--- config.mk ---
export PLATFORM = sky130hd
export DESIGN_NAME = mavlink2_frame_packer_top
export DESIGN_NICKNAME = d
export VERILOG_FILES = /design/src/rtl/mfp_pkg.sv /design/src/rtl/mavlink2_frame_packer_top.sv /design/src/rtl/mfp_in_reg.sv /design/src/rtl/mfp_framer.sv
export VERILOG_INCLUDE_DIRS = /design/src /design/src/rtl
export SDC_FILE = /design/constraint.sdc
export NUM_CORES = 1
export LEC_CHECK = 0
export BUFFER_PORTS_ARGS = -buffer_cell sky130_fd_sc_hd__buf_4
export CELL_PAD_IN_SITES_DETAIL_PLACEMENT = 2
export CELL_PAD_IN_SITES_GLOBAL_PLACEMENT = 2
export CORE_ASPECT_RATIO = 0.8
export CORE_MARGIN = 2
export CORE_UTILIZATION = 37
export CTS_BUF_LIST = sky130_fd_sc_hd__clkbuf_16
export DETAILED_ROUTE_END_ITERATION = 6
export HOLD_SLACK_MARGIN = 0.05
export PLACE_DENSITY_LB_ADDON = 0.3
export SYNTH_ARGS = -nofsm -noshare
export SYNTH_HDL_FRONTEND = slang
export SYNTH_HIERARCHICAL = 1
export SYNTH_SLANG_ARGS = --single-unit
--- constraint.sdc ---
create_clock -name clk -period 14.03 [get_ports clk]
set_input_delay 0.7015 -clock clk [delete_from_list [all_inputs] [get_ports clk]]
set_output_delay 0.7015 -clock clk [all_outputs]
set_load 0.01 [all_outputs]
--- src/rtl/mavlink2_frame_packer_top_defines.svh ---
// assertion macros for the mavlink 2 frame packer top level
// expects clk and rst_n in the scope that uses them
`ifndef MAVLINK2_FRAME_PACKER_TOP_DEFINES_SVH
`define MAVLINK2_FRAME_PACKER_TOP_DEFINES_SVH

// same-cycle implication, checked out of reset
`define MFP_ASSERT_NOW(lbl, ante, cons, msg) \
  lbl: assert property (@(posedge clk) disable iff (!rst_n) (ante) |-> (cons)) \
    else $error(msg);

// next-cycle implication, checked out of reset
`define MFP_ASSERT_NEXT(lbl, ante, cons, msg) \
  lbl: assert property (@(posedge clk) disable iff (!rst_n) (ante) |=> (cons)) \
    else $error(msg);

`endif

--- src/rtl/mfp_pkg.sv ---
// shared types, constants and the x25 crc step for the mavlink 2 frame packer
// no dependencies
package mfp_pkg;

  typedef struct packed {
    logic [7:0]  payload_byte;
    logic        first_byte;
    logic        last_byte;
    logic [7:0]  payload_length;
    logic [23:0] message_id;
    logic [7:0]  crc_extra;
  } in_word_t;

  typedef struct packed {
    logic [7:0] out_byte;
    logic       frame_end;
    logic       run_last;
  } out_word_t;

  localparam int STEP_W = 4;

  // position of a byte within one item's output run
  localparam logic [STEP_W-1:0] STEP_START   = 4'd0;
  localparam logic [STEP_W-1:0] STEP_LEN     = 4'd1;
  localparam logic [STEP_W-1:0] STEP_INCOMPAT = 4'd2;
  localparam logic [STEP_W-1:0] STEP_COMPAT  = 4'd3;
  localparam logic [STEP_W-1:0] STEP_SEQ     = 4'd4;
  localparam logic [STEP_W-1:0] STEP_SYS     = 4'd5;
  localparam logic [STEP_W-1:0] STEP_COMP    = 4'd6;
  localparam logic [STEP_W-1:0] STEP_MID0    = 4'd7;
  localparam logic [STEP_W-1:0] STEP_MID1    = 4'd8;
  localparam logic [STEP_W-1:0] STEP_MID2    = 4'd9;
  localparam logic [STEP_W-1:0] STEP_PAYLOAD = 4'd10;
  localparam logic [STEP_W-1:0] STEP_CRC_LO  = 4'd11;
  localparam logic [STEP_W-1:0] STEP_CRC_HI  = 4'd12;

  localparam logic [7:0]  START_MARK = 8'hFD;
  localparam logic [15:0] CRC_INIT   = 16'hFFFF;
  localparam logic [7:0]  FLAGS_ZERO = 8'h00;

  localparam int unsigned REG_SYS_ID  = 0;
  localparam int unsigned REG_COMP_ID = 1;
  localparam logic [7:0]  SYS_ID_RST  = 8'd1;
  localparam logic [7:0]  COMP_ID_RST = 8'd1;

  typedef struct packed {
    logic              in_frame;
    logic              load;
    logic [STEP_W-1:0] pos;
  } fr_status_t;

  // one byte into the reflected x25 crc (poly 0x1021)
  function automatic logic [15:0] x25_step(input logic [15:0] crc, input logic [7:0] data);
    logic [7:0] t;
    t = data ^ crc[7:0];
    t = t ^ {t[3:0], 4'b0000};
    return {8'h00, crc[15:8]} ^ {t, 8'h00} ^ {5'b00000, t, 3'b000} ^ {12'h000, t[7:4]};
  endfunction

endpackage

--- src/rtl/mavlink2_frame_packer_top.sv ---
// channel     dir  handshake               payload
// in_         in   in_valid / in_stall     mfp_pkg::in_word_t
// out_        out  out_valid / out_stall   mfp_pkg::out_word_t
// config      in   apb psel/penable/pwrite 2 regs at 0x0, 0x4
//
// one output byte per cycle while out_stall is low; a first word yields 11 or 13 bytes, later words 1 or 3,
// so the rate is set by the output byte register, one word per cycle for plain payload
// bytes. a word is held in the input register while its bytes go out, and the next word
// is taken in the cycle its last byte loads. dropped words (no open frame) are taken without output.
// rst_n is synchronous; it clears control state, ids return to 1, sequence to 0.
// out_stall holds the output register; the input register stalls behind it.
// depends on mfp_pkg, mfp_in_reg, mfp_framer and the defines header
`include "mavlink2_frame_packer_top_defines.svh"

module mavlink2_frame_packer_top (
  input  logic               clk,
  input  logic               rst_n,
  input  logic               in_valid,
  output logic               in_stall,
  input  mfp_pkg::in_word_t  in_data,
  output logic               out_valid,
  input  logic               out_stall,
  output mfp_pkg::out_word_t out_data,
  input  logic               psel,
  input  logic               penable,
  input  logic               pwrite,
  input  logic [2:0]         paddr,
  input  logic [31:0]        pwdata,
  output logic [31:0]        prdata,
  output logic               pready
);

  logic [7:0]          sys_id_r, sys_id_nxt;
  logic [7:0]          comp_id_r, comp_id_nxt;
  logic                wr_en;
  logic                reg_idx;
  logic                cur_vld;
  mfp_pkg::in_word_t   cur_data;
  logic                take;
  mfp_pkg::fr_status_t status;

  assign pready  = 1'b1;
  assign wr_en   = psel && penable && pwrite;
  assign reg_idx = paddr[2];

  always_comb begin
    sys_id_nxt  = sys_id_r;
    comp_id_nxt = comp_id_r;
    if (wr_en) begin
      if (reg_idx == 1'(mfp_pkg::REG_SYS_ID)) begin
        sys_id_nxt = pwdata[7:0];
      end else begin
        comp_id_nxt = pwdata[7:0];
      end
    end
  end

  always_ff @(posedge clk) begin
    if (!rst_n) begin
      sys_id_r  <= mfp_pkg::SYS_ID_RST;
      comp_id_r <= mfp_pkg::COMP_ID_RST;
    end else begin
      sys_id_r  <= sys_id_nxt;
      comp_id_r <= comp_id_nxt;
    end
  end

  always_comb begin
    prdata = 32'h0;
    if (reg_idx == 1'(mfp_pkg::REG_COMP_ID)) begin
      prdata = {24'h0, comp_id_r};
    end else begin
      prdata = {24'h0, sys_id_r};
    end
  end

  mfp_in_reg u_in_reg (
    .clk      (clk),
    .rst_n    (rst_n),
    .in_valid (in_valid),
    .in_stall (in_stall),
    .in_data  (in_data),
    .take     (take),
    .cur_vld  (cur_vld),
    .cur_data (cur_data)
  );

  mfp_framer u_framer (
    .clk       (clk),
    .rst_n     (rst_n),
    .cur_vld   (cur_vld),
    .cur_data  (cur_data),
    .sys_id    (sys_id_r),
    .comp_id   (comp_id_r),
    .take      (take),
    .out_valid (out_valid),
    .out_stall (out_stall),
    .out_data  (out_data),
    .status    (status)
  );

  // a packet always ends on the last byte of its word
  `MFP_ASSERT_NOW(a_end_is_run_last, out_valid && out_data.frame_end, out_data.run_last, "frame_end without run_last")
  // loading the high crc byte closes the frame
  `MFP_ASSERT_NEXT(a_crc_hi_closes, status.load && (status.pos == mfp_pkg::STEP_CRC_HI), !status.in_frame, "frame still open after crc")
  // the byte position never runs past the high crc byte
  `MFP_ASSERT_NOW(a_pos_bound, status.load, status.pos <= mfp_pkg::STEP_CRC_HI, "byte position out of range")

endmodule

--- src/rtl/mfp_in_reg.sv ---
// input holding register for the frame packer
// uses mfp_pkg::in_word_t
module mfp_in_reg (
  input  logic            clk,
  input  logic            rst_n,
  input  logic            in_valid,
  output logic            in_stall,
  input  mfp_pkg::in_word_t in_data,
  input  logic            take,
  output logic            cur_vld,
  output mfp_pkg::in_word_t cur_data
);

  logic              vld_r;
  logic              vld_nxt;
  mfp_pkg::in_word_t data_r;
  logic              accept;

  // the held word may leave and a new one enter in the same cycle
  assign in_stall = vld_r && !take;
  assign accept   = in_valid && !in_stall;

  always_comb begin
    vld_nxt = vld_r;
    if (accept) begin
      vld_nxt = 1'b1;
    end else if (take) begin
      vld_nxt = 1'b0;
    end
  end

  always_ff @(posedge clk) begin
    if (!rst_n) begin
      vld_r <= 1'b0;
    end else begin
      vld_r <= vld_nxt;
    end
  end

  always_ff @(posedge clk) begin
    if (accept) begin
      data_r <= in_data;
    end
  end

  assign cur_vld  = vld_r;
  assign cur_data = data_r;

endmodule

--- src/rtl/mfp_framer.sv ---
// byte sequencer: header, payload and crc bytes into the output register
// uses mfp_pkg types, step codes and x25_step
module mfp_framer (
  input  logic               clk,
  input  logic               rst_n,
  input  logic               cur_vld,
  input  mfp_pkg::in_word_t  cur_data,
  input  logic [7:0]         sys_id,
  input  logic [7:0]         comp_id,
  output logic               take,
  output logic               out_valid,
  input  logic               out_stall,
  output mfp_pkg::out_word_t out_data,
  output mfp_pkg::fr_status_t status
);

  logic [mfp_pkg::STEP_W-1:0] cnt_r, cnt_nxt;
  logic [15:0]                crc_r, crc_nxt;
  logic [7:0]                 extra_r, extra_nxt;
  logic [7:0]                 seq_r, seq_nxt;
  logic                       in_frame_r, in_frame_nxt;
  logic                       out_vld_r, out_vld_nxt;
  mfp_pkg::out_word_t         out_r;

  logic                       active;
  logic                       out_free;
  logic                       load;
  logic [mfp_pkg::STEP_W-1:0] pos;
  logic [mfp_pkg::STEP_W-1:0] last_pos;
  logic [15:0]                fin;
  logic [7:0]                 byte_sel;
  logic                       hashed;

  // a non-first word outside a frame is dropped without output
  assign active   = cur_vld && (cur_data.first_byte || in_frame_r);
  assign out_free = !out_vld_r || !out_stall;
  assign load     = active && out_free;
  assign pos      = cur_data.first_byte ? cnt_r : cnt_r + mfp_pkg::STEP_PAYLOAD;
  assign last_pos = cur_data.last_byte ? mfp_pkg::STEP_CRC_HI : mfp_pkg::STEP_PAYLOAD;
  assign fin      = mfp_pkg::x25_step(crc_r, extra_r);

  always_comb begin
    hashed = 1'b1;
    unique case (pos)
      mfp_pkg::STEP_START: begin
        byte_sel = mfp_pkg::START_MARK;
        hashed   = 1'b0;
      end
      mfp_pkg::STEP_LEN:      byte_sel = cur_data.payload_length;
      mfp_pkg::STEP_INCOMPAT: byte_sel = mfp_pkg::FLAGS_ZERO;
      mfp_pkg::STEP_COMPAT:   byte_sel = mfp_pkg::FLAGS_ZERO;
      mfp_pkg::STEP_SEQ:      byte_sel = seq_r;
      mfp_pkg::STEP_SYS:      byte_sel = sys_id;
      mfp_pkg::STEP_COMP:     byte_sel = comp_id;
      mfp_pkg::STEP_MID0:     byte_sel = cur_data.message_id[7:0];
      mfp_pkg::STEP_MID1:     byte_sel = cur_data.message_id[15:8];
      mfp_pkg::STEP_MID2:     byte_sel = cur_data.message_id[23:16];
      mfp_pkg::STEP_PAYLOAD:  byte_sel = cur_data.payload_byte;
      mfp_pkg::STEP_CRC_LO: begin
        byte_sel = fin[7:0];
        hashed   = 1'b0;
      end
      mfp_pkg::STEP_CRC_HI: begin
        // crc_r already holds the finished checksum here
        byte_sel = crc_r[15:8];
        hashed   = 1'b0;
      end
      default: begin
        byte_sel = 8'h00;
        hashed   = 1'b0;
      end
    endcase
  end

  always_comb begin
    crc_nxt      = crc_r;
    extra_nxt    = extra_r;
    seq_nxt      = seq_r;
    in_frame_nxt = in_frame_r;
    if (load) begin
      if (hashed) begin
        crc_nxt = mfp_pkg::x25_step(crc_r, byte_sel);
      end
      if (pos == mfp_pkg::STEP_START) begin
        crc_nxt      = mfp_pkg::CRC_INIT;
        extra_nxt    = cur_data.crc_extra;
        in_frame_nxt = 1'b1;
      end
      if (pos == mfp_pkg::STEP_SEQ) begin
        seq_nxt = seq_r + 8'd1;
      end
      if (pos == mfp_pkg::STEP_CRC_LO) begin
        crc_nxt = fin;
      end
      if (pos == mfp_pkg::STEP_CRC_HI) begin
        crc_nxt      = mfp_pkg::CRC_INIT;
        in_frame_nxt = 1'b0;
      end
    end
  end

  assign take = (load && (pos == last_pos)) || (cur_vld && !active);

  always_comb begin
    cnt_nxt = cnt_r;
    if (take) begin
      cnt_nxt = '0;
    end else if (load) begin
      cnt_nxt = cnt_r + 1'b1;
    end
  end

  always_comb begin
    out_vld_nxt = out_vld_r;
    if (load) begin
      out_vld_nxt = 1'b1;
    end else if (out_free) begin
      out_vld_nxt = 1'b0;
    end
  end

  always_ff @(posedge clk) begin
    if (!rst_n) begin
      cnt_r      <= '0;
      crc_r      <= mfp_pkg::CRC_INIT;
      extra_r    <= 8'h00;
      seq_r      <= 8'h00;
      in_frame_r <= 1'b0;
      out_vld_r  <= 1'b0;
    end else begin
      cnt_r      <= cnt_nxt;
      crc_r      <= crc_nxt;
      extra_r    <= extra_nxt;
      seq_r      <= seq_nxt;
      in_frame_r <= in_frame_nxt;
      out_vld_r  <= out_vld_nxt;
    end
  end

  always_ff @(posedge clk) begin
    if (load) begin
      out_r.out_byte  <= byte_sel;
      out_r.frame_end <= (pos == mfp_pkg::STEP_CRC_HI);
      out_r.run_last  <= (pos == last_pos);
    end
  end

  assign out_valid = out_vld_r;
  assign out_data  = out_r;

  assign status.in_frame = in_frame_r;
  assign status.load     = load;
  assign status.pos      = pos;

endmodule

Word level (Yosys, flattened, before mapping):

Index checks and enable logic that the tools add are counted.

* bits in registers: 115
* input bits: 92
* output and inout port bits: 45
* logic and storage cells: 90

* add/sub/neg operators: 3
* equality and inequality tests: 13
* muxes and demuxes: 15
* bitwise logic cells: 12
* reductions and logical operators: 29

Operators with widths (count)
* $pmux 8 s11: 1
* $mux 16: 4
* $xor 16x11->16: 2
* $xor 16x4->16: 2
* $xor 8x16->16: 2
* $xor 8x8->8: 4
* $eq 4x4->1 const B: 5
* $eq 4x3->1 const B: 4
* $reduce_and 2->1: 6
* $reduce_or 10->1: 1
* $add 8x1->8 const B: 1
* $eq 4x2->1 const B: 2
* $logic_and 1x1->1: 8
* $mux 8: 1
* $mux 1: 7
* $reduce_bool 2->1: 3
* $logic_not 1->1: 5
* $add 4x1->4 const B: 1
* $add 4x4->4 const B: 1
* $eq 4x1->1 const B: 1
* $eq 4x4->1: 1
* $logic_not 4->1: 1
* $mux 4: 1
* $reduce_bool 4->1: 1
* other kinds (4): 7

Logic depth before layout (Yosys ltp):

Gate-level depths: netlist (run 1).

* depth in word-level cells: 15
* gate-level depth with buffers: 11
* depth with buffers taken out: 9

Hierarchy:

The synthesis (run 1) kept the hierarchy.

Modules (own cells, without submodules)
* mfp_framer: instances 1, cells each 415, area an instance 3646.0 µm², sequential area each 1061.0 µm²
* mfp_in_reg: instances 1, cells each 54, area an instance 1549.0 µm², sequential area each 1521.5 µm²
* mavlink2_frame_packer_top: instances 1, cells each 97, area an instance 940.9 µm², sequential area each 320.3 µm²

Least setup slack after synthesis (run 1):

No wires, ideal clock.

* path type: reg2reg
* from: register u_framer/cnt_r[1] (netlist bit)
* to: register u_in_reg.data_r (netlist bit u_in_reg/cur_data[0]) (enable)
* setup time: 0.463 ns
* arrival: 4.114 ns
* required time: 13.567 ns
* setup slack: 9.453 ns
* cell stages (with the launch flop): 10
* buffers on the path: 0
* period minus slack after synthesis: 4.577 ns
* cells stage by stage: dfxtp_1 ha_1 or2_1 o31a_1 nor2_1 a31oi_1 a211oi_1 o21a_1 nor2b_4 nor2b_1

* longest elaborated chain between the ends: 9

Ends and longest elaborated chain
* start, declared: line mfp_framer.sv:17 `logic [mfp_pkg::STEP_W-1:0] cnt_r, cnt_nxt;`
* start signal, assigned: line mfp_framer.sv:131 `cnt_r <= cnt_nxt;`
* $add 4x4->4: line mfp_framer.sv:38 `assign pos = cur_data.first_byte ? cnt_r : cnt_r + mfp_pkg::STEP_PAYLOAD;`
* $mux 4 *: line mfp_framer.sv:38
* $eq 4x4->1 *: line mfp_framer.sv:102 `assign take = (load && (pos == last_pos)) || (cur_vld && !active);`
* $logic_and 1x1->1 *: line mfp_framer.sv:102
* $logic_or 1x1->1 *: line mfp_framer.sv:102
* named net take: line mavlink2_frame_packer_top.sv:39 `logic take;`
* $logic_not 1->1 *: line mfp_in_reg.sv:20 `assign in_stall = vld_r && !take;`
* $logic_and 1x1->1 *: line mfp_in_reg.sv:20
* named net in_stall: line mavlink2_frame_packer_top.sv:19 `output logic in_stall,`
* $logic_not 1->1 *: line mfp_in_reg.sv:21 `assign accept = in_valid && !in_stall;`
* $logic_and 1x1->1 *: line mfp_in_reg.sv:21
* named net u_in_reg.accept: line mfp_in_reg.sv:17 `logic accept;`
* end signal, assigned: line mfp_in_reg.sv:42 `data_r <= in_data;`
* end, declared: line mfp_in_reg.sv:16 `mfp_pkg::in_word_t data_r;`

Mark *: on every way through the listed nets, which the timed path passes. The rest lies on a longest branch.
A chain may end at the register's enable or synchronous reset.

Worst setup path after layout (run 1):

* from: register u_framer/cnt_r[1] (netlist bit)
* to: output in_stall

* longest elaborated chain between the ends: 7

Ends and longest elaborated chain (line)
* $add 4x4->4: mfp_framer.sv:38
* $mux 4 *: mfp_framer.sv:38
* $eq 4x4->1 *: mfp_framer.sv:102
* $logic_and 1x1->1 *: mfp_framer.sv:102
* $logic_or 1x1->1 *: mfp_framer.sv:102
* named net take: mavlink2_frame_packer_top.sv:39
* $logic_not 1->1 *: mfp_in_reg.sv:20
* $logic_and 1x1->1 *: mfp_in_reg.sv:20
* end, declared: mavlink2_frame_packer_top.sv:19

Marked as above.

==> summary.txt, run 1 <==
Critical path
  – Series of cell instances along the critical path: ha_1, xor2_2, o31a_1, nor2_1, a31oi_1, a211oi_1, o21a_1, nor2b_4, buf_4
  – Worst setup path startpoint: u_framer/cnt_r[1]
  – Critical-path maximum fanout: 18
  – Launching element type of the critical path: register
  – Cell type group with the largest total delay on the critical path: compound AO/OA/AOI/OAI gates
  – Flop-to-flop setup slack: 9.97 ns
  – Reg-to-reg endpoint: u_framer/crc_r[0]
  – Worst-case reg-to-reg path depth: 9
  – Category of the most critical setup path: reg -> out
  – Type of element capturing the critical path: output port
  – Logic depth of the worst setup path including buffers: 9
  – RR Startpoint: u_framer/cnt_r[1]
  – Slowest Stage Delay on Critical Path: 0.80 ns
  – Buf/Inv on CP: 1
  – Required time of the critical path: 13.33 ns
  – Slowest cell on the critical path: sky130_fd_sc_hd__dfxtp_1
  – Arrival time at the worst endpoint: 3.40 ns

Min path
  – Type of the most critical hold path: in -> reg
  – Worst hold stages: 1
  – End point of the most critical hold path: u_in_reg/cur_data[8]
  – Worst hold start: in_data[8]

Routing
  – Number of vias after detailed routing: 4835
  – Routed vias/inst: 5.501
  – Mean routed wirelength per cell: 22.72 um
  – DRT iter0 DRCs: 246
  – DRC violations left: 0
  – Post-detailed-route count of antenna-violating nets: 0
  – Detailed-router iteration count before antenna repair: 4
  – Routed wire length: 19.97 mm

Timing
  – Clock Skew: 0.009632 ns
  – Worst hold-check slack: 0.4545 ns
  – Sum of negative setup slack: 0 ns
  – Clock period minus worst slack: 4.106 ns
  – Achievable Freq: 243.6 MHz
  – Setup Viol. Count Final: 0
  – Actual transition at the worst max-transition pin: 1.078 ns
  – Final number of max-transition violations: 0
  – Hold Fails Final Rpt: 0
  – Unrepaired setup endpoints after global routing: no
  – Slew Limit Headroom: 28.14%
  – Fin crit share: 29.26%

Global route
  – Vias in the first global route: 5268
  – Global-route wire length before repair: 30.75 mm
  – Total congestion overflow: 0
  – Initial antenna violation count: 0
  – Maximum number of pins on one net before global-route repair: 51
  – Global-route usage over all layers: 23.51%

Power and ir drop
  – Power density normalized to cell area: 130.9 nW/um^2
  – Part of the power in combinational logic: 15.5%
  – Switching power as a share of total power: 27.58%
  – Total internal power: 0.7046 mW
  – Worst-case vdd ir drop: 75.95 uV
  – Static leakage: 2.917 nW
  – Clock network power share: 44.7%
  – Part of the total power dissipated in sequential elements: 39.8%
  – Reported net switching power: 0.2683 mW

Clocking
  – Clock latency reported for the late side of the worst-skew pair: 0.42 ns
  – Clock buffers created by TritonCTS: 17
  – Buffers inserted by post-CTS timing repair: 0
  – Maximum count of clock buffers along a single path: 2
  – Htree depth: 4
  – CTS tree: built
  – CTS Sinks: 115
  – CTS hold repair buffers: 0
  – Clock slew at the register clock pins of the worst setup and hold paths: 0.06 ns
  – Clock root buffer: sky130_fd_sc_hd__clkbuf_16
  – CTS-repair resized insts: 0

Layout
  – Final Net Count: 741
  – Fillcell total: 1680
  – Area growth from synthesis to final layout: 21.55%
  – Total area of multi-input combinational cells: 2945 um^2
  – Register area: 2903 um^2
  – Final std cells w/o fill: 879
  – Fraction of layout cells with a size suffix above 1: 24.43%
  – Antenna diode instance count: 0

Placed design
  – Gpl congestion: 0.8671
  – Port bufs: 85
  – Post-DP HPWL: 13.94 mm
  – Placed instance count: 847

Floorplanning
  – Die area: 17570 um^2
  – Die H: 119.0 um
  – Placement Rows: 42
  – Core footprint: 16340 um^2
  – Starting utilization of the core area: 37.41%
  – I/O pin total: 137
  – Die outline width: 147.7 um

Yosys
  – Gate Count Post-Synth: 563
  – Post-Syn Area per Cell: 10.86 um^2
  – Mapped Area: 6113 um^2
  – Synth warnings: 6

Flow run
  – Number of max-capacitance violations reported: 0

Status
  – Result of the run: completed
## layout by cell type (no fill, tap or decap), types with 7 or more instances in the layout
cell,n
sky130_fd_sc_hd__nor2_1,41
sky130_fd_sc_hd__nand2b_1,9
sky130_fd_sc_hd__a21oi_1,24
sky130_fd_sc_hd__and3_1,7
sky130_fd_sc_hd__xnor2_1,18
sky130_fd_sc_hd__o21ai_0,7
sky130_fd_sc_hd__edfxtp_1,60
sky130_fd_sc_hd__conb_1,25
sky130_fd_sc_hd__nor3_1,11
sky130_fd_sc_hd__inv_1,7
sky130_fd_sc_hd__mux2_2,10
sky130_fd_sc_hd__dfxtp_1,55
sky130_fd_sc_hd__nand3_1,8
sky130_fd_sc_hd__or3_1,9
sky130_fd_sc_hd__and2_1,7
sky130_fd_sc_hd__xor2_1,13
sky130_fd_sc_hd__o22ai_1,9
sky130_fd_sc_hd__nand2_1,60
sky130_fd_sc_hd__buf_4,89
sky130_fd_sc_hd__clkbuf_16,19
sky130_fd_sc_hd__mux2i_1,27
## layer usage
metal / part of all wire [%] / GRT usage (%) / vias up
li1: - / - / 2206
met1: 44 / 30.55 / 2451
met2: 50 / 39.36 / 157
met3: 4.6 / 4.751 / 21
met4: 1.6 / 7.692 / 0
met5: 0 / 0 / -
## area by class of cell
| cell class | count | area share, % |
|---|---|---|
| Tap cell | 220 | 3.704 |
| Clock inverter | 13 | 1.616 |
| Multi-Input combinational cell | 412 | 39.64 |
| Inverter | 11 | 0.5893 |
| Timing Repair Buffer | 89 | 8.991 |
| Sequential cell | 115 | 39.06 |
| Clock buffer | 19 | 6.398 |
## sequential cells by signal, indices dropped and copies added, names as in the netlist
signal,flops
comp_id_r,8
u_in_reg/cur_data,50
u_framer/seq_r,8
u_framer/out_valid,1
u_framer/in_frame_r,1
u_in_reg/cur_vld,1
u_framer/cnt_r,4
u_framer/out_data,10
sys_id_r,8
u_framer/crc_r,16
u_framer/extra_r,8
## how the worst max path moves through the flow
| stage | end | slack (ns) |
|---|---|---|
| after floorplan | u_in_reg/cur_data[0] | 9.45 |
| after global placement | u_framer/crc_r[10] | 10.23 |
| after detailed placement | u_framer/crc_r[7] | 10.12 |
| after CTS | in_stall | 9.93 |
| after global routing | in_stall | 9.68 |
| final | in_stall | 9.92 |
## per-stage QoR
| step | total power [mW] | instance area (um^2) | utilization (%) | worst slack (ns) |
|---|---|---|---|---|
| global route | 1.015 | 7431 | 45.47 | 9.678 |
| global placement | 0.5342 | 6835 | 41.82 | 10.23 |
| floorplan | 0.4911 | 6200 | - | 9.453 |
| detailed placement | 0.5419 | 6835 | 41.82 | 10.12 |
| finish | 0.9729 | 7431 | 45.47 | 9.924 |
| CTS | 0.9827 | 7431 | 45.47 | 9.931 |
## power by group through the flow
| stage | Sequential, mW | Combinational (mW) | Clock [mW] |
|---|---|---|---|
| after floorplan | 0.390 | 0.101 | 0 |
| after global placement | 0.393 | 0.141 | 0 |
| after detailed placement | 0.394 | 0.148 | 0 |
| after CTS | 0.387 | 0.151 | 0.444 |
| after global routing | 0.389 | 0.163 | 0.463 |
| final | 0.387 | 0.151 | 0.435 |
Note: power is estimated with default switching activity, not from simulation.
==> run 2: changes to the inputs <==
--- a/config.mk
+++ b/config.mk
@@ -11,7 +11,7 @@
 export CELL_PAD_IN_SITES_GLOBAL_PLACEMENT = 2
 export CORE_ASPECT_RATIO = 0.8
 export CORE_MARGIN = 2
-export CORE_UTILIZATION = 37
+export CORE_UTILIZATION = 35
 export CTS_BUF_LIST = sky130_fd_sc_hd__clkbuf_16
 export DETAILED_ROUTE_END_ITERATION = 6
 export HOLD_SLACK_MARGIN = 0.05
==> constraint.sdc (replaced) <==
create_clock -name clk -period 3.8 [get_ports clk]
set_input_delay 0.19 -clock clk [delete_from_list [all_inputs] [get_ports clk]]
set_output_delay 0.19 -clock clk [all_outputs]
set_load 0.01 [all_outputs]
==> run 2 against run 1 <==
Critical path depth is 1 higher. Die area up 5.5%. Sequential power rose to 3.7 times the previous value. Power rose to 3.8 times the previous value. Wire length increased by 11%. Clock power rose to 3.7 times the previous value. Register-to-register slack worse by 9.6 ns. Via count up 8.1%. Critical path type is now reg -> reg. Largest power group unchanged. Highest routed layer unchanged.
==> summary.txt, run 2 (synthesis results as in run 1) <==
Status
  – Result of the run: completed

Layout
  – Final Net Count: 822
  – Area growth from synthesis to final layout: 33.89%
  – Top library cells by usage in the layout, fill and taps aside: 112 x sky130_fd_sc_hd__buf_4, 60 x sky130_fd_sc_hd__nand2_1, 60 x sky130_fd_sc_hd__edfxtp_1, 57 x sky130_fd_sc_hd__dlygate4sd3_1, 55 x sky130_fd_sc_hd__dfxtp_1
  – Largest register FFs: 50
  – Antenna diode instance count: 0
  – Post-layout utilization of the core: 47.54%
  – Fraction of layout cells with a size suffix above 1: 24.73%
  – Fillcell total: 1760
  – Commonest non-fill, non-tap cell in the layout: sky130_fd_sc_hd__buf_4

Timing
  – Slew Limit Headroom: 40.25%
  – Unrepaired setup endpoints after global routing: no
  – Sum of negative setup slack: 0 ns
  – Fin crit share: 89.57%
  – Hold Fails Final Rpt: 0
  – Achievable Freq: 293.8 MHz
  – Setup Viol. Count Final: 0
  – Final number of max-transition violations: 0
  – Clock Skew: 0.01119 ns
  – Clock period minus worst slack: 3.404 ns
  – Worst hold-check slack: 0.06386 ns
  – Actual transition at the worst max-transition pin: 0.8899 ns

Global route
  – Busiest grt layer: met2
  – Met3 Use GR: 4.647%
  – Total congestion overflow: 0
  – Initial antenna violation count: 0
  – Global-route wire length before repair: 33.89 mm
  – Vias in the first global route: 5802
  – Grt met2 use: 44.96%
  – Met1 track utilization from global routing: 30.99%
  – Maximum number of pins on one net before global-route repair: 51
  – Global-route usage over all layers: 25.25%

Clocking
  – CTS tree: built
  – CTS Sinks: 115
  – Clock root buffer: sky130_fd_sc_hd__clkbuf_16
  – Maximum count of clock buffers along a single path: 2
  – Clock buffers created by TritonCTS: 17
  – Clock slew at the register clock pins of the worst setup and hold paths: 0.06 ns
  – Htree depth: 4
  – Clock latency reported for the late side of the worst-skew pair: 0.44 ns
  – Buffers inserted by post-CTS timing repair: 0

Routing
  – DRT iter0 DRCs: 287
  – Post-detailed-route count of antenna-violating nets: 0
  – Mean routed wirelength per cell: 22.92 um
  – Routed vias/inst: 5.415
  – Detailed-router iteration count before antenna repair: 5
  – Routed wire length: 22.12 mm
  – Number of vias after detailed routing: 5225
  – DRC violations left: 0

Min path
  – Type of the most critical hold path: in -> reg

Power and ir drop
  – Static leakage: 3.283 nW
  – Reported net switching power: 1.029 mW
  – Part of the power in combinational logic: 17.8%
  – Worst-case vdd ir drop: 377.4 uV
  – Part of the total power dissipated in sequential elements: 38.8%
  – Clock network power share: 43.4%
  – Switching power as a share of total power: 27.88%
  – Total internal power: 2.662 mW
  – Final Total Pwr: 3.690 mW
  – Power density normalized to cell area: 450.9 nW/um^2

Critical path
  – Critical-path maximum fanout: 7
  – Category of the most critical setup path: reg -> reg
  – Slowest Stage Delay on Critical Path: 0.48 ns
  – Required time of the critical path: 4.15 ns
  – Arrival time at the worst endpoint: 3.75 ns
  – Launching element type of the critical path: register
  – Series of cell instances along the critical path: ha_1, xnor2_2, o21bai_1, buf_4, and2_1, a211o_1, or4_1, a211o_1, and2_1, a211oi_2
  – Slowest cell on the critical path: sky130_fd_sc_hd__or4_1
  – Type of element capturing the critical path: register

Placed design
  – Port bufs: 85
  – Post-DP HPWL: 14.50 mm
  – Gpl congestion: 0.8742

Floorplanning
  – Core footprint: 17220 um^2
  – Die area: 18550 um^2
  – I/O pin total: 137
  – Die H: 122.2 um
  – Placement Rows: 43
  – Starting utilization of the core area: 35.51%
  – Die outline width: 151.8 um

Flow run
  – Number of max-capacitance violations reported: 0
-- run 2: worst max-delay path, delay by kind of cell (launching register included) --
| kind | cells | cell delay (ns) |
|---|---|---|
| AOI/OAI and AO/OA | 4 | 1.14 |
| and+or+nand+nor | 3 | 0.89 |
| xor gates and xnor gates | 1 | 0.39 |
| DFF | 1 | 0.32 |
| adders and majority gates | 1 | 0.32 |
| buffers and inverters | 1 | 0.25 |
-- run 2: path summary, 6_finish.rpt --
path	start	end	slack, ns	cells after the start
max	u_framer/cnt_r[1]	u_framer/crc_r[1]	0.40	10
min	out_stall	u_framer/out_valid	0.06	3
max reg2reg	u_framer/cnt_r[1]	u_framer/crc_r[1]	0.40	10
min reg2reg	sys_id_r[1]	sys_id_r[1]	0.48	2
-- run 2: timing repair --
item | 4_1_cts | 5_1_grt
hold buffers | 57 | 0
resized for setup | 0 | 0
endpoints found under the hold margin | 59 | 0
-- run 2: power groups by stage --
stage | Sequential, mW | Clock [mW] | Combinational (mW)
5_1_grt | 1.44 | 1.68 | 0.702
6_report | 1.43 | 1.60 | 0.657
4_1_cts | 1.43 | 1.62 | 0.645
2_1_floorplan | 1.44 | 0 | 0.375
3_3_place_gp | 1.45 | 0 | 0.565
3_5_place_dp | 1.46 | 0 | 0.590
-- run 2: routing by layer --
metal | wire length [um] | up-vias | share of wire, %
met1 | 9297 | 2661 | 42
met2 | 11380 | 160 | 51
met3 | 1068 | 32 | 4.8
li1 | - | 2372 | -
met4 | 375 | 0 | 1.7
met5 | 0 | - | 0
-- run 2: area by class of cell --
class / instances / area, um^2 / share of cell area (%)
flip-flops and latches: 115 / 2903 / 35.46
clock inverters: 13 / 105.1 / 1.284
multi-input cells: 412 / 2945 / 35.98
repair buffers: 170 / 1431 / 17.49
well taps: 225 / 281.5 / 3.439
inverters: 11 / 43.79 / 0.5350
clock buffers: 19 / 475.5 / 5.809
-- run 2: stage by stage --
stage               instance area, um^2  instances  setup WS, ns
finish                             8185        965        0.3962
global route                       8185        965        0.2003
CTS                                8185        965        0.4138
detailed placement                 7034        876        0.4676
global placement                   7034        876        0.6404
floorplan                          6202        586        0.1883
==> run 3: changes to the inputs <==
--- a/config.mk
+++ b/config.mk
@@ -9,7 +9,7 @@
 export BUFFER_PORTS_ARGS = -buffer_cell sky130_fd_sc_hd__buf_4
 export CELL_PAD_IN_SITES_DETAIL_PLACEMENT = 2
 export CELL_PAD_IN_SITES_GLOBAL_PLACEMENT = 2
-export CORE_ASPECT_RATIO = 0.8
+export CORE_ASPECT_RATIO = 1.5
 export CORE_MARGIN = 2
 export CORE_UTILIZATION = 35
 export CTS_BUF_LIST = sky130_fd_sc_hd__clkbuf_16
==> run 3 against run 2 <==
Register-to-register slack improved by 0.06 ns. Hold slack got worse by 0.0052 ns. Clock-buffer cell count did not move. Critical endpoint is now u_framer/crc_r[10]. Largest cell class unchanged. Largest power group unchanged.
==> summary.txt, run 3 (synthesis results as in run 1) <==
Critical path
  – Buf/Inv on CP: 3
  – Launching element type of the critical path: register
  – Critical-path maximum fanout: 10
  – Most used cell, CP: sky130_fd_sc_hd__buf_4
  – Slowest Stage Delay on Critical Path: 0.58 ns
  – Slowest cell on the critical path: sky130_fd_sc_hd__edfxtp_1
  – Series of cell instances along the critical path: buf_4, or3b_1, o21bai_1, buf_4, a31oi_1, o211ai_1, or3_1, and2_1, buf_4, xnor3_1, a21oi_1
  – Arrival time at the worst endpoint: 3.69 ns
  – Category of the most critical setup path: reg -> reg
  – Required time of the critical path: 4.14 ns
  – Cell type group with the largest total delay on the critical path: compound AO/OA/AOI/OAI gates
  – Type of element capturing the critical path: register

Flow run
  – Number of max-capacitance violations reported: 0

Clocking
  – CTS tree: built
  – Clock root buffer: sky130_fd_sc_hd__clkbuf_16
  – Clock latency reported for the late side of the worst-skew pair: 0.43 ns
  – Htree depth: 4
  – CTS Sinks: 115
  – Buffers inserted by post-CTS timing repair: 0
  – Clock slew at the register clock pins of the worst setup and hold paths: 0.06 ns
  – Clock buffers created by TritonCTS: 17
  – Maximum count of clock buffers along a single path: 2

Global route
  – Initial antenna violation count: 0
  – Global-route usage over all layers: 25.95%
  – Maximum number of pins on one net before global-route repair: 51
  – Vias in the first global route: 6008
  – Global-route wire length before repair: 36.02 mm
  – Total congestion overflow: 0

Floorplanning
  – Die outline width: 111.9 um
  – Starting utilization of the core area: 35.54%
  – I/O pin total: 137
  – Placement Rows: 59
  – Die area: 18560 um^2
  – Core footprint: 17200 um^2
  – Die H: 165.9 um

Layout
  – Commonest non-fill, non-tap cell in the layout: sky130_fd_sc_hd__buf_4
  – Area growth from synthesis to final layout: 32.99%
  – Top library cells by usage in the layout, fill and taps aside: 106 x sky130_fd_sc_hd__buf_4, 60 x sky130_fd_sc_hd__nand2_1, 60 x sky130_fd_sc_hd__edfxtp_1, 56 x sky130_fd_sc_hd__dlygate4sd3_1, 55 x sky130_fd_sc_hd__dfxtp_1
  – Post-layout utilization of the core: 47.27%
  – Final Net Count: 815
  – Largest register FFs: 50
  – Antenna diode instance count: 0
  – Fraction of layout cells with a size suffix above 1: 24.42%

Power and ir drop
  – Total internal power: 2.659 mW
  – Reported net switching power: 1.050 mW
  – Static leakage: 3.253 nW
  – Power density normalized to cell area: 456.2 nW/um^2
  – Switching power as a share of total power: 28.32%
  – Worst-case vdd ir drop: 295.0 uV
  – Part of the total power dissipated in sequential elements: 38.7%
  – Part of the power in combinational logic: 17.1%
  – Clock network power share: 44.2%

Timing
  – Setup Viol. Count Final: 0
  – Clock Skew: 0.01913 ns
  – Slew Limit Headroom: 39.92%
  – Hold Fails Final Rpt: 0
  – Clock period minus worst slack: 3.345 ns
  – Unrepaired setup endpoints after global routing: no
  – Achievable Freq: 299.0 MHz
  – Sum of negative setup slack: 0 ns
  – Fin crit share: 88.02%
  – Actual transition at the worst max-transition pin: 0.9000 ns
  – Setup slack after layout: 0.4551 ns
  – Final number of max-transition violations: 0

Routing
  – Mean routed wirelength per cell: 24.65 um
  – DRC violations left: 0
  – Routed vias/inst: 5.497
  – Routed wire length: 23.32 mm
  – DRT iter0 DRCs: 235
  – Detailed-router iteration count before antenna repair: 4
  – Number of vias after detailed routing: 5200
  – Post-detailed-route count of antenna-violating nets: 0

Min path
  – Type of the most critical hold path: in -> reg

Placed design
  – Gpl congestion: 0.8746
  – Post-DP HPWL: 14.86 mm
  – Worst slack after detailed placement: 0.5389 ns
  – Port bufs: 85

Status
  – Result of the run: completed
==> run 3: area by class of cell <==
cell class | instances | area [um^2]
sequential | 115 | 2903
fill | 1726 | 9070
multi-input combinational | 412 | 2945
inverter | 11 | 43.79
clock inverter | 13 | 120.1
clock buffer | 19 | 475.5
tap | 213 | 266.5
timing repair buffer | 163 | 1376
==> run 3: tightest hold or removal path, cell delays in order <==
cell	delay [ns]
sky130_fd_sc_hd__buf_4	0.11
sky130_fd_sc_hd__nand2_1	0.07
sky130_fd_sc_hd__mux2i_1	0.07
==> run 3: final timing paths <==
check | from | endpoint | slack, ns | cells past startpoint
worst min-delay path | pwdata[4] | comp_id_r[4] | 0.06 | 3
worst max-delay path | u_in_reg/cur_data[41] | u_framer/crc_r[10] | 0.46 | 11
worst min register to register | u_in_reg/cur_data[1] | u_framer/extra_r[1] | 0.49 | 2
worst max register to register | u_in_reg/cur_data[41] | u_framer/crc_r[10] | 0.46 | 11
==> run 3: through the flow <==
stage          instance area (um^2)  hold slack (ns)  total power [mW]  std cells
6_report                       8130          0.05868             3.709        946
5_1_grt                        8130          0.08256             3.845        946
4_1_cts                        8130          0.05243             3.716        946
3_5_place_dp                   6974           0.3692             2.029        858
3_3_place_gp                   6974           0.3678             2.001        858
2_1_floorplan                  6202           0.2700             1.812        586
==> run 3: power groups by stage <==
stage | logic (mW) | clock network, mW | registers [mW]
after global placement | 0.546 | 0 | 1.45
after CTS | 0.626 | 1.65 | 1.43
after detailed placement | 0.571 | 0 | 1.46
after floorplan | 0.375 | 0 | 1.44
final | 0.635 | 1.64 | 1.44
after global routing | 0.676 | 1.73 | 1.44
==> run 3: what timing repair did <==
item / CTS / global route
endpoints found under the hold margin: 59 / 0
gates resized for setup: 0 / 0
hold buffers: 56 / 0
==> run 3: metal layers <==
layer,vias up,global-route usage [%],routed length [um]
met5,-,0,0
met4,0,14.98,1024
met3,52,5.255,861
met2,170,47.98,12960
met1,2624,26.70,8471
li1,2354,-,-
